===== src/design/lfr_pkg.sv =====
// Shared types and codes for the link frame receiver.
// No dependencies; used by the receiver and its checker.
`timescale 1ns / 1ps

package lfr_pkg;

    localparam int INDEX_WIDTH = 12;
    localparam int COUNT_W     = INDEX_WIDTH + 1;
    localparam int CFG_W       = 13;
    localparam int CFG_IDX_W   = 3;

    // Configuration register indexes
    localparam logic [CFG_IDX_W-1:0] CFG_FLAG     = 3'd0;
    localparam logic [CFG_IDX_W-1:0] CFG_ESCAPE   = 3'd1;
    localparam logic [CFG_IDX_W-1:0] CFG_MASK     = 3'd2;
    localparam logic [CFG_IDX_W-1:0] CFG_ADDRESS  = 3'd3;
    localparam logic [CFG_IDX_W-1:0] CFG_MAX_PAY  = 3'd4;

    // Control codes
    localparam logic [7:0] C_SET  = 8'h03;
    localparam logic [7:0] C_UA   = 8'h07;
    localparam logic [7:0] C_DISC = 8'h0B;
    localparam logic [7:0] C_RR0  = 8'h05;
    localparam logic [7:0] C_RR1  = 8'h85;
    localparam logic [7:0] C_REJ0 = 8'h01;
    localparam logic [7:0] C_REJ1 = 8'h81;
    localparam logic [7:0] C_I0   = 8'h00;
    localparam logic [7:0] C_I1   = 8'h40;

    // Frame event codes
    localparam logic [3:0] EV_NONE     = 4'd0;
    localparam logic [3:0] EV_SET      = 4'd1;
    localparam logic [3:0] EV_UA       = 4'd2;
    localparam logic [3:0] EV_DISC     = 4'd3;
    localparam logic [3:0] EV_RR0      = 4'd4;
    localparam logic [3:0] EV_RR1      = 4'd5;
    localparam logic [3:0] EV_REJ0     = 4'd6;
    localparam logic [3:0] EV_REJ1     = 4'd7;
    localparam logic [3:0] EV_INFO_OK  = 4'd8;
    localparam logic [3:0] EV_INFO_BAD = 4'd9;

    typedef struct packed {
        logic [3:0]             frame_event;
        logic                   info_seq;
        logic                   payload_valid;
        logic [7:0]             payload_byte;
        logic [INDEX_WIDTH-1:0] payload_index;
    } t_result;

    function automatic logic [3:0] supervisory_event(input logic [7:0] ctrl);
        logic [3:0] ev;
        case (ctrl)
            C_SET:   ev = EV_SET;
            C_UA:    ev = EV_UA;
            C_DISC:  ev = EV_DISC;
            C_RR0:   ev = EV_RR0;
            C_RR1:   ev = EV_RR1;
            C_REJ0:  ev = EV_REJ0;
            C_REJ1:  ev = EV_REJ1;
            default: ev = EV_NONE;
        endcase
        return ev;
    endfunction

endpackage


===== src/design/link_frame_receiver.sv =====
// Link frame receiver: flag hunt, header check, destuffing, payload check.
// Each result is registered when its byte is taken, in the skid stage if stalled.
// Throughput: one byte per cycle; o_in_stall rises only while the skid stage is full.
// The frame state update and the result are both computed from the byte at accept.
// Reset (i_rst_n low, synchronous): hunting, registers back to defaults, no output.
// Depends on lfr_pkg.
`timescale 1ns / 1ps

module link_frame_receiver
    import lfr_pkg::*;
(
    input  logic                   i_clk,
    input  logic                   i_rst_n,
    // configuration write port
    input  logic                   i_cfg_we,
    input  logic [CFG_IDX_W-1:0]   i_cfg_index,
    input  logic [CFG_W-1:0]       i_cfg_data,
    // line byte request
    input  logic                   i_in_valid,
    output logic                   o_in_stall,
    input  logic [7:0]             i_in_byte,
    // result request
    output logic                   o_out_valid,
    input  logic                   i_out_stall,
    output logic [3:0]             o_frame_event,
    output logic                   o_info_seq,
    output logic                   o_payload_valid,
    output logic [7:0]             o_payload_byte,
    output logic [INDEX_WIDTH-1:0] o_payload_index
);

    typedef enum logic [2:0] {
        PH_HUNT,
        PH_FLAG,
        PH_ADDR,
        PH_CTRL,
        PH_HDR,
        PH_DATA0,   // first destuffed byte not seen yet
        PH_DATA1    // one destuffed byte held back as a possible check
    } t_phase;

    localparam logic [COUNT_W-1:0] INDEX_CAP = COUNT_W'(1 << INDEX_WIDTH);

    // configuration
    logic [7:0]         r_flag, r_escape, r_mask, r_address;
    logic [CFG_W-1:0]   r_max_payload;

    // frame state
    t_phase             r_phase,   n_phase;
    logic [7:0]         r_addr_h,  n_addr_h;
    logic [7:0]         r_ctrl_h,  n_ctrl_h;
    logic [7:0]         r_pend,    n_pend;
    logic               r_esc,     n_esc;
    logic [7:0]         r_xor,     n_xor;
    logic [COUNT_W-1:0] r_count,   n_count;

    // output register and skid stage
    logic               r_out_valid, r_skid_valid;
    t_result            r_out, r_skid;
    t_result            n_res;

    logic               in_take;
    logic               out_free;
    logic [COUNT_W-1:0] limit;

    assign in_take    = i_in_valid && !r_skid_valid;
    assign o_in_stall = r_skid_valid;
    assign out_free   = !r_out_valid || !i_out_stall;

    // Payload cap is the smaller of max_payload and the index range.
    assign limit = (COUNT_W'(r_max_payload) < INDEX_CAP) ? COUNT_W'(r_max_payload)
                                                         : INDEX_CAP;

    // ---------------------------------------------------------------
    // Per-byte frame logic
    // ---------------------------------------------------------------
    always_comb begin
        logic               is_flag;
        logic               eff_esc;
        logic [7:0]         eff_xor;
        logic [COUNT_W-1:0] eff_count;
        t_phase             eff_phase;
        logic [7:0]         d;
        logic               is_seq1;

        is_flag = (i_in_byte == r_flag);
        is_seq1 = (r_ctrl_h == C_I1);

        n_phase  = r_phase;
        n_addr_h = r_addr_h;
        n_ctrl_h = r_ctrl_h;
        n_pend   = r_pend;
        n_esc    = r_esc;
        n_xor    = r_xor;
        n_count  = r_count;

        n_res = '0;

        // Entering the payload from the header check starts a fresh frame body.
        if (r_phase == PH_HDR) begin
            eff_esc   = 1'b0;
            eff_xor   = '0;
            eff_count = '0;
            eff_phase = PH_DATA0;
        end else begin
            eff_esc   = r_esc;
            eff_xor   = r_xor;
            eff_count = r_count;
            eff_phase = r_phase;
        end
        d = eff_esc ? (i_in_byte ^ r_mask) : i_in_byte;

        case (r_phase)
            PH_FLAG: begin
                if (is_flag) begin
                    n_phase = PH_FLAG;
                end else if (i_in_byte == r_address) begin
                    n_addr_h = i_in_byte;
                    n_phase  = PH_ADDR;
                end else begin
                    n_phase = PH_HUNT;
                end
            end
            PH_ADDR: begin
                if (is_flag) begin
                    n_phase = PH_FLAG;
                end else if (i_in_byte inside {C_SET, C_UA, C_DISC, C_RR0, C_RR1,
                                               C_REJ0, C_REJ1, C_I0, C_I1}) begin
                    n_ctrl_h = i_in_byte;
                    n_phase  = PH_CTRL;
                end else begin
                    n_phase = PH_HUNT;
                end
            end
            PH_CTRL: begin
                if (is_flag) begin
                    n_phase = PH_FLAG;
                end else if (i_in_byte == (r_addr_h ^ r_ctrl_h)) begin
                    n_phase = PH_HDR;
                end else begin
                    n_phase = PH_HUNT;
                end
            end
            PH_HDR, PH_DATA0, PH_DATA1: begin
                if (r_phase == PH_HDR && is_flag) begin
                    // supervisory report; an empty info frame yields no event
                    n_res.frame_event = supervisory_event(r_ctrl_h);
                    n_phase           = PH_FLAG;
                end else if (r_phase == PH_HDR &&
                             !(r_ctrl_h == C_I0 || r_ctrl_h == C_I1)) begin
                    // data after a supervisory header
                    n_phase = PH_HUNT;
                end else begin
                    n_esc   = eff_esc;
                    n_xor   = eff_xor;
                    n_count = eff_count;
                    n_phase = eff_phase;
                    if (r_phase == PH_HDR) begin
                        n_pend = '0;
                    end
                    if (is_flag) begin
                        // closing flag: dangling escape, no check byte or bad XOR
                        if (eff_esc || eff_phase == PH_DATA0 || eff_xor != 8'h00) begin
                            n_res.frame_event = EV_INFO_BAD;
                        end else begin
                            n_res.frame_event = EV_INFO_OK;
                        end
                        n_esc   = 1'b0;
                        n_phase = PH_FLAG;
                    end else if (!eff_esc && i_in_byte == r_escape) begin
                        n_esc = 1'b1;
                    end else if (eff_phase == PH_DATA1 && eff_count >= limit) begin
                        n_res.frame_event = EV_INFO_BAD;
                        n_esc             = 1'b0;
                        n_phase           = PH_HUNT;
                    end else begin
                        n_esc = 1'b0;
                        if (eff_phase == PH_DATA1) begin
                            // release the held byte, it was not the check
                            n_res.payload_valid = 1'b1;
                            n_res.payload_byte  = r_pend;
                            n_res.payload_index = eff_count[INDEX_WIDTH-1:0];
                            n_count             = eff_count + COUNT_W'(1);
                        end
                        n_xor   = eff_xor ^ d;
                        n_pend  = d;
                        n_phase = PH_DATA1;
                    end
                end
            end
            default: begin
                n_phase = is_flag ? PH_FLAG : PH_HUNT;
            end
        endcase

        if (n_res.frame_event == EV_INFO_OK || n_res.frame_event == EV_INFO_BAD) begin
            n_res.info_seq = is_seq1;
        end
    end

    // ---------------------------------------------------------------
    // Configuration registers
    // ---------------------------------------------------------------
    always_ff @(posedge i_clk) begin
        if (!i_rst_n) begin
            r_flag        <= 8'h7E;
            r_escape      <= 8'h7D;
            r_mask        <= 8'h20;
            r_address     <= 8'h03;
            r_max_payload <= CFG_W'(1024);
        end else if (i_cfg_we) begin
            case (i_cfg_index)
                CFG_FLAG:    r_flag        <= i_cfg_data[7:0];
                CFG_ESCAPE:  r_escape      <= i_cfg_data[7:0];
                CFG_MASK:    r_mask        <= i_cfg_data[7:0];
                CFG_ADDRESS: r_address     <= i_cfg_data[7:0];
                CFG_MAX_PAY: r_max_payload <= i_cfg_data;
                default: ;
            endcase
        end
    end

    // ---------------------------------------------------------------
    // Frame state, advanced once per accepted byte
    // ---------------------------------------------------------------
    always_ff @(posedge i_clk) begin
        if (!i_rst_n) begin
            r_phase  <= PH_HUNT;
            r_addr_h <= '0;
            r_ctrl_h <= '0;
            r_pend   <= '0;
            r_esc    <= 1'b0;
            r_xor    <= '0;
            r_count  <= '0;
        end else if (in_take) begin
            r_phase  <= n_phase;
            r_addr_h <= n_addr_h;
            r_ctrl_h <= n_ctrl_h;
            r_pend   <= n_pend;
            r_esc    <= n_esc;
            r_xor    <= n_xor;
            r_count  <= n_count;
        end
    end

    // ---------------------------------------------------------------
    // Output register plus skid: the input side keeps flowing while a
    // result waits, until the skid slot is occupied.
    // ---------------------------------------------------------------
    always_ff @(posedge i_clk) begin
        if (!i_rst_n) begin
            r_out_valid  <= 1'b0;
            r_skid_valid <= 1'b0;
        end else begin
            if (out_free) begin
                if (r_skid_valid) begin
                    r_out_valid  <= 1'b1;
                    r_skid_valid <= 1'b0;
                end else begin
                    r_out_valid <= in_take;
                end
            end else if (in_take) begin
                r_skid_valid <= 1'b1;
            end
        end
    end

    always_ff @(posedge i_clk) begin
        if (out_free) begin
            r_out <= r_skid_valid ? r_skid : n_res;
        end
        if (in_take) begin
            r_skid <= n_res;
        end
    end

    assign o_out_valid     = r_out_valid;
    assign o_frame_event   = r_out.frame_event;
    assign o_info_seq      = r_out.info_seq;
    assign o_payload_valid = r_out.payload_valid;
    assign o_payload_byte  = r_out.payload_byte;
    assign o_payload_index = r_out.payload_index;

endmodule


===== config.mk =====
export PLATFORM = sky130hd
export DESIGN_NAME = link_frame_receiver
export DESIGN_NICKNAME = d
export VERILOG_FILES = /design/src/design/lfr_pkg.sv /design/src/design/link_frame_receiver.sv
export SDC_FILE = /design/constraint.sdc
export NUM_CORES = 1
export LEC_CHECK = 0
export BUFFER_PORTS_ARGS = -buffer_cell sky130_fd_sc_hd__buf_2
export CAP_MARGIN = 20
export CORE_ASPECT_RATIO = 0.7
export CORE_MARGIN = 4
export CORE_UTILIZATION = 55
export CTS_CLUSTER_SIZE = 30
export DETAILED_ROUTE_END_ITERATION = 10
export PLACE_DENSITY = 0.82
export SYNTH_ARGS = -nofsm -noshare
export SYNTH_HDL_FRONTEND = slang
export SYNTH_SLANG_ARGS = --single-unit

===== constraint.sdc =====
create_clock -name i_clk -period 5.9 [get_ports i_clk]
set_clock_uncertainty 0.05 [all_clocks]
set_input_delay 0.59 -clock i_clk [delete_from_list [all_inputs] [get_ports i_clk]]
set_output_delay 0.59 -clock i_clk [all_outputs]
set_load 0.005 [all_outputs]

==> results by group, run 1 <==
Logic synthesis
  • Avg Cell Area, Syn: approximately 9.2 um^2
  • Synth Instances: between 700 and 800
  • Synthesized area: ~7200 um^2
  • Post-synth EDFFs: 52
  • Ys Warns: 0
  • FF+latch count, synth: 148
  • Syn nets: 830
  • Top FF cell, synth: dfxtp_1
  • Ys async rst share: 0%
  • Seq/Total Area, Yosys: 48.2%
  • Library cells used by synthesis: 65

Route
  • Routed wire length: 17600 um
  • Via count: ~5900
  • DRT antenna net count: 0
  • DR WL/cell: 17.7 um
  • DRT iter0 DRCs: 630
  • Residual DRC count: 0
  • TritonRoute pass-1 iters: 6
  • Vias per cell: 5.97

Critical path
  • CP Capture Type: flip-flop
  • Reg2Reg Setup Slack: between 2 and 2.5 ns
  • CP startpoint kind: flip-flop
  • R2R Path Start: r_phase[2]
  • R2R cell count: 12
  • CP Data Arrival Time: 3.85 ns
  • CP Data Required Time: 6.00 ns
  • Reg2reg end: o_frame_event[3]
  • WS Path Type: reg -> reg
  • Crit-path max FO: 23

GRT
  • Total congestion overflow: 0
  • First-pass GRT wire length: 28700 um
  • Met1 usage: between 30% and 40%
  • Vias in the first global route: around 5500
  • GRT busiest layer: met1
  • Met2 GRT Util: between 30% and 40%
  • Pin count of the biggest net entering global routing: 64
  • Total GRT Usage: 23.5%
  • Met3 Usage GRT: under 10%
  • Antenna violations before repair: 0

Pwr
  • Total power: ~2.3 mW
  • Maximum VDD drop: 0.205 mV
  • Leakage: between 3 and 4 nW
  • Power Density: between 200 and 300 nW/um^2

Layout
  • Share of cells above drive strength 1: ~15%
  • Area Growth Syn to Fin: 12.6%
  • Number of fillers in the final layout: between 1000 and 1500
  • Footprint of the multi-input gates: around 3400 um^2
  • Final instance area: roughly 8100 um^2
  • Layout Nets: between 800 and 900
  • Register area: about 3500 um^2
  • Final Util: 64.4%
  • Post-Layout Cell Count: slightly below 1000
  • Inserted Diodes: 0

Clocking
  • Worst-Skew Late Latency: 0.43 ns
  • Cts bufs inserted: 17
  • # Post-CTS Setup Buffers: 0
  • TritonCTS clock tree: done
  • Post-cts sizing count: 0
  • H-tree Lvls: 4
  • # hold bufs at CTS: 0
  • Root Buffer: clkbuf_16
  • Clk sinks: ~150
  • Max clock buf depth: 2
  • Reg clk slew, reported paths: ~0.060 ns

Timing
  • Slew Limit Fails: 0
  • RSZ-0062 raised after global routing: false
  • Period utilisation layout: a little under two thirds
  • Setup WS post-layout: about 2.1 ns
  • Count of final setup violators: 0
  • Setup tns final: 0 ns
  • Fin crit period: about 3.8 ns
  • Final hold vios: 0
  • Worst slew pin tran: around 1.1 ns
  • Max transition margin: roughly 28%
  • Achievable Freq: between 200 and 300 MHz
  • Min Hold Slack: approximately 0.34 ns

Die
  • Rows: 34
  • IO Pins: 57
  • Die Y-Extent: about 100 um
  • Placeable Area: between 10000 and 15000 um^2
  • Die W: around 150 um
  • Die Area: around 15000 um^2
  • Starting Density: a little under three fifths

Place
  • Placed Cells: between 900 and 1000
  • Worst slack at placement: approximately 2.2 ns
  • Placed inst area: 7510 um^2
  • Global placer's final weighted congestion: between 0.9 and 1
  • Port bufs: between 50 and 60
  • Detailed placement HPWL: approximately 12000 um

Min path
  • Origin of the worst min-delay path: i_cfg_data[10]
  • Hold Path End: r_max_payload[10]
  • Hold path depth: 3
  • Min-delay worst type: in -> reg

Run status
  • Outcome: complete, no violations

Flow run
  • Max-cap violations: 0
## registers in the layout (all words and copies together) (netlist names), 8 cells and up
register and cells:
r_max_payload 13, r_address 8, o_payload_index 12, r_count 13, o_payload_byte 8, r_pend 8
r_escape 8, r_ctrl_h 8, r_xor 8, r_skid 26, r_flag 8, r_addr_h 8
r_mask 8
## Yosys cell counts, types with 4 or more instances
master / instances / share of area, %
inv_1: 15 / 0.78
nand4_1: 13 / 1.1
and2_4: 9 / 1.1
mux2_2: 12 / 1.9
clkbuf_1: 40 / 2.1
nand3_1: 37 / 2.6
a2111o_1: 10 / 1.6
dfxtp_1: 96 / 27
o22ai_1: 8 / 0.69
nor4_1: 10 / 0.87
o31ai_1: 15 / 1.6
mux2i_1: 21 / 2.9
o21ai_0: 8 / 0.55
a31oi_1: 4 / 0.35
ha_1: 11 / 1.9
edfxtp_1: 52 / 22
xor2_1: 13 / 1.6
and2_1: 12 / 1.0
nor2_1: 45 / 2.3
nor3_1: 9 / 0.62
buf_2: 9 / 0.62
nand2_1: 175 / 9.1
nand2b_1: 5 / 0.43
a21oi_1: 56 / 3.9
o311ai_0: 10 / 1.2
xnor2_1: 36 / 4.4
## layer usage
metal	share of wire, %	wire, um	up-vias
met4	0.99	175	0
met5	0	0	-
met3	8.2	1450	19
met2	43	7540	232
met1	48	8440	2831
li1	-	-	2850
## power breakdown
group	switching, mW	internal (mW)	total [mW]	leakage (nW)
Combinational	0.0844	0.0471	0.131	1.52
Sequential	0.0105	1.08	1.09	1.34
Clock	0.445	0.627	1.07	0.277
## layout make-up
cell class              instances  share of cell area (%)
clock inverters                14                    1.86
flip-flops and latches        148                    42.8
inverters                      18                   0.830
repair buffers                 62                    4.40
clock buffers                  18                    5.27
well taps                     162                    2.49
multi-input cells             571                    42.4
## logic make-up (layout without fill, tap and decap cells)
group / after synthesis / after routing / synth area share [%]
adders and majority gates: 11 / 11 / 1.90
AOI/OAI and AO/OA: 135 / 135 / 12.7
buffers and inverters: 71 / 112 / 4.15
xor gates and xnor gates: 49 / 49 / 5.94
DFF: 148 / 148 / 48.2
and+or+nand+nor: 343 / 343 / 22.4
muxes: 33 / 33 / 4.78
## critical path, stage by stage (launching register included)
cell and delay, ns:
dfxtp_1 0.52, or3b_4 0.55, nand2_1 0.23, inv_1 0.08, ha_1 0.22, or4b_1 0.47
o2111ai_1 0.10, nand3_1 0.12, o211ai_2 0.27, a21oi_1 0.11, buf_4 0.22, a32oi_1 0.38
o21ai_0 0.14
## cells in the final DEF, fill, tap and decap left out, types with 10 or more instances in the layout
master / synthesis / layout
o31ai_1: 15 / 15
nand3_1: 37 / 37
mux2_2: 12 / 12
inv_1: 15 / 15
and2_1: 12 / 12
nand2_1: 175 / 175
ha_1: 11 / 11
clkbuf_16: 0 / 17
nor4_1: 10 / 10
xor2_1: 13 / 13
buf_2: 9 / 56
o311ai_0: 10 / 10
nor2_1: 45 / 45
a21oi_1: 56 / 56
edfxtp_1: 52 / 52
a2111o_1: 10 / 10
xnor2_1: 36 / 36
dfxtp_1: 96 / 96
mux2i_1: 21 / 21
nand4_1: 13 / 13
## how the worst max path moves through the flow
stage | from | endpoint | cells after the start
6_report | r_phase[2] | o_frame_event[3] | 12
5_1_grt | r_phase[2] | r_pend[5] | 11
4_1_cts | r_phase[2] | o_frame_event[3] | 12
3_5_place_dp | r_phase[2] | o_frame_event[3] | 12
3_3_place_gp | r_phase[2] | o_frame_event[3] | 12
2_1_floorplan | r_phase[1] | o_payload_byte[1] | 15
Note: power is estimated with default switching activity, not from simulation.
==> run 2: changes to the inputs <==
--- a/config.mk
+++ b/config.mk
@@ -5,14 +5,15 @@
 export SDC_FILE = /design/constraint.sdc
 export NUM_CORES = 1
 export LEC_CHECK = 0
+export ABC_AREA = 1
 export BUFFER_PORTS_ARGS = -buffer_cell sky130_fd_sc_hd__buf_2
 export CAP_MARGIN = 20
 export CORE_ASPECT_RATIO = 0.7
 export CORE_MARGIN = 4
-export CORE_UTILIZATION = 55
+export CORE_UTILIZATION = 54
 export CTS_CLUSTER_SIZE = 30
 export DETAILED_ROUTE_END_ITERATION = 10
-export PLACE_DENSITY = 0.82
+export PLACE_DENSITY = 0.84
 export SYNTH_ARGS = -nofsm -noshare
 export SYNTH_HDL_FRONTEND = slang
 export SYNTH_SLANG_ARGS = --single-unit
==> constraint.sdc (replaced) <==
create_clock -name i_clk -period 3.2 [get_ports i_clk]
set_clock_uncertainty 0.05 [all_clocks]
set_input_delay 0.32 -clock i_clk [delete_from_list [all_inputs] [get_ports i_clk]]
set_output_delay 0.32 -clock i_clk [all_outputs]
set_load 0.005 [all_outputs]
==> run 2 against run 1 <==
Sequential share of layout area is 1.0 points lower. First-iteration DRC count is 0.32% higher. Sequential cell count stayed put. Highest routed layer unchanged. Utilization is 1.3 points lower.
==> results by group, run 2 <==
Clocking
  • TritonCTS clock tree: done
  • Root Buffer: clkbuf_16
  • H-tree Lvls: 4 (unchanged)
  • Max clock buf depth: 2 (unchanged)
  • Clk sinks: 148 (unchanged)
  • Worst-Skew Late Latency: 0.42 ns (about the same)
  • Reg clk slew, reported paths: 0.06 ns (about the same)
  • # Post-CTS Setup Buffers: 0 (unchanged)
  • Cts bufs inserted: 17 (unchanged)

Route
  • DR WL/cell: 15.5 um (-12%)
  • Via count: 6373 (+7.4%)
  • DRT iter0 DRCs: 632 (+0.32%)
  • Routed wire length: 17900 um (+1.7%)
  • Vias per cell: 5.53 (-7.5%)
  • TritonRoute pass-1 iters: 6 (unchanged)
  • Residual DRC count: 0 (unchanged)
  • DRT antenna net count: 0 (unchanged)

Die
  • Die Area: 15500 um^2 (+2.9%)
  • Die W: 147 um (+1.4%)
  • Die Y-Extent: 105 um (+1.4%)
  • Starting Density: 55.3% (-1.9 points)
  • IO Pins: 57 (unchanged)
  • Rows: 35 (+2.9%)
  • Placeable Area: 13200 um^2 (+4.7%)

Place
  • Port bufs: 56 (unchanged)
  • Global placer's final weighted congestion: 0.962 (+1.8%)
  • Detailed placement HPWL: 12200 um (+2.4%)
  • Placed Cells: 1120 (+17%)

Timing
  • Slew Limit Fails: 0 (unchanged)
  • Count of final setup violators: 0 (unchanged)
  • Period utilisation layout: 91.6% (+28 points)
  • Worst slew pin tran: 0.831 ns (-0.244 ns)
  • Max transition margin: 44.4% (+16 points)
  • RSZ-0062 raised after global routing: false
  • Achievable Freq: 341 MHz (+28%)
  • Setup tns final: 0 ns (unchanged)
  • Min Hold Slack: 0.0575 ns (-0.279 ns)
  • Fin crit period: 2.93 ns (-0.824 ns)
  • Final hold vios: 0 (unchanged)

Critical path
  • Slowest-stage cell, CP: dfxtp_1
  • CP startpoint kind: flip-flop
  • CP Data Arrival Time: 3.16 ns (-0.69 ns)
  • CP Capture Type: flip-flop
  • WS Path Type: reg -> reg
  • Crit path cell chain: nor2_2, nand2_4, nand2_1, ha_1, inv_1, a21boi_0, nand3_1, nand2_1, nand2_1, nand2_1, nand2_2, nand2_2, nand3_1, nand2_1, o21ai_0, nor2_1, nand3_1, nand2_1
  • CP top delay family: simple AND/OR/NAND/NOR gates
  • Crit-path max FO: 18 (-22%)
  • CP Data Required Time: 3.43 ns (-2.57 ns)
  • Slowest cell delay on critical path: 0.47 ns (-0.08 ns)
  • Cell mode on critical path: nand2_1
  • CP Buf/Inv Count: 1 (-1)

Layout
  • Inserted Diodes: 0 (unchanged)
  • Number of fillers in the final layout: 1087 (+6.3%)
  • Commonest non-fill, non-tap cell in the layout: nand2_1
  • Footprint of the multi-input gates: 3290 um^2 (-4.5%)
  • Share of cells above drive strength 1: 16.6% (+1.6 points)
  • Area Growth Syn to Fin: 14.0%
  • Register area: 3480 um^2 (unchanged)
  • Most frequent cells in the layout: nand2_1 (208), nor2_1 (111), dfxtp_1 (96)
  • Max reg flops: 26 (unchanged)
  • Layout Nets: 995 (+16%)
  • Largest regs: r_skid x26, r_count x13, r_max_payload x13
  • Register with the highest flop count: r_skid
  • Post-Layout Cell Count: 1153 (+16%)
  • Final Util: 63.1% (-1.3 points)

Pwr
  • Net switching power: 0.963 mW (+78%)
  • Register share of total power: 47.2% (-0.3 points)
  • Maximum VDD drop: 0.371 mV (+81%)
  • Int Power: 3.32 mW (+89%)
  • Power Density: 513 nW/um^2 (+82%)
  • Clock Power Share: 47.5% (+0.8 points)
  • Comb pwr share: 5.4% (-0.3 points)
  • Leakage: 3.61 nW (+15%)
  • Switching Fraction: 22.5% (-1.1 points)

Logic synthesis
  • Avg Cell Area, Syn: 8.09 um^2 (-12%)
  • Synth area leader: dfxtp_1
  • Post-synth EDFFs: 52 (unchanged)
  • FF+latch count, synth: 148 (unchanged)
  • Most frequent cell after synthesis: nand2_1
  • Ys Warns: 0 (unchanged)
  • Top FF cell, synth: dfxtp_1
  • Synthesized area: 7320 um^2 (+1.2%)
  • Seq/Total Area, Yosys: 47.6% (-0.57 points)
  • Library cells used by synthesis: 49 (-25%)
  • Yosys top cell area share: 26.3% (-0.31 points)
  • Ys async rst share: 0% (unchanged)
  • Synth top area cells: dfxtp_1 (26%), edfxtp_1 (21%), nand2_1 (11%)
  • Syn nets: 945 (+14%)
  • Synth Instances: 905 (+15%)
  • Top cells by count, synth: nand2_1 (209), nor2_1 (111), dfxtp_1 (96)

GRT
  • Total congestion overflow: 0 (unchanged)
  • Antenna violations before repair: 0 (unchanged)
  • First-pass GRT wire length: 30200 um (+5.4%)
  • Total GRT Usage: 23.8% (+0.32 points)
  • Pin count of the biggest net entering global routing: 63 (-1.6%)
  • Vias in the first global route: 6165 (+11%)

Run status
  • Outcome: complete, no violations

Min path
  • Min-delay worst type: in -> reg

Flow run
  • Max-cap violations: 0 (unchanged)
run 2: cell count changes after synthesis, moves of 33 or more:
cell and change:
a21oi_1 -33, inv_1 +71, nand2_1 +34, nor2_1 +66, o21ai_0 +50
run 2: worst reg2reg max path, delay by kind of cell (launching register included):
kind            cells  cell delay [ns]
simple gates       14             1.62
buf+inv             1             0.04
fa+ha+maj           1             0.33
compound gates      2             0.30
flops               1             0.47
run 2: logic make-up (layout without fill, tap and decap cells):
logic type               after synthesis  in the layout  synth area share (%)
XOR/XNOR                              45             45                  5.39
adder cells (fa/ha/maj)               11             11                  1.88
AO/OA/AOI/OAI                        117            117                  9.17
flip-flops                           148            148                  47.6
buffers and inverters                133            196                  7.52
AND/OR/NAND/NOR                      451            451                  28.4
run 2: final cells by class:
cell class	count	share of cell area, %
Sequential cell	148	41.8
Timing Repair Buffer	66	4.41
Tap cell	185	2.77
Clock buffer	19	5.31
Clock inverter	13	1.84
Inverter	98	4.47
Multi-Input combinational cell	624	39.4
run 2: final timing paths:
| path | slack (ns) | endpoint | depth (start not counted) | start |
|---|---|---|---|---|
| setup / recovery | 0.27 | o_frame_event[0] | 18 | r_phase[0] |
| hold / removal | 0.06 | r_max_payload[10] | 3 | i_cfg_data[10] |
| setup reg to reg | 0.27 | o_frame_event[0] | 18 | r_phase[0] |
| hold reg to reg | 0.42 | r_address[2] | 2 | r_address[2] |
run 2: routing by layer:
| layer | share of wire, % | global-route usage (%) |
|---|---|---|
| met4 | 2.5 | 7.91 |
| met2 | 45 | 38.0 |
| met1 | 44 | 32.9 |
| met5 | 0 | 0 |
| met3 | 8.1 | 4.51 |
run 2: what timing repair did:
action | 4_1_cts | 5_1_grt
resized for setup | 0 | 2
setup endpoints to repair | 0 | 1
hold endpoints to repair | 0 | 0
hold buffers | 0 | 0
run 2: metrics by stage:
stage               power (mW)  cell area, um^2  setup WS, ns
global placement          2.27             7720         0.357
finish                    4.28             8340         0.270
global route              4.40             8340        0.0410
floorplan                 2.19             7320         0.549
CTS                       4.28             8320         0.302
detailed placement        2.28             7720         0.327
run 2: power groups by stage:
stage / combinational (mW) / clock (mW) / sequential, mW
after floorplan: 0.133 / 0 / 2.06
after global placement: 0.216 / 0 / 2.06
after detailed placement: 0.222 / 0 / 2.06
after CTS: 0.225 / 2.04 / 2.02
after global routing: 0.256 / 2.12 / 2.02
final: 0.229 / 2.03 / 2.02
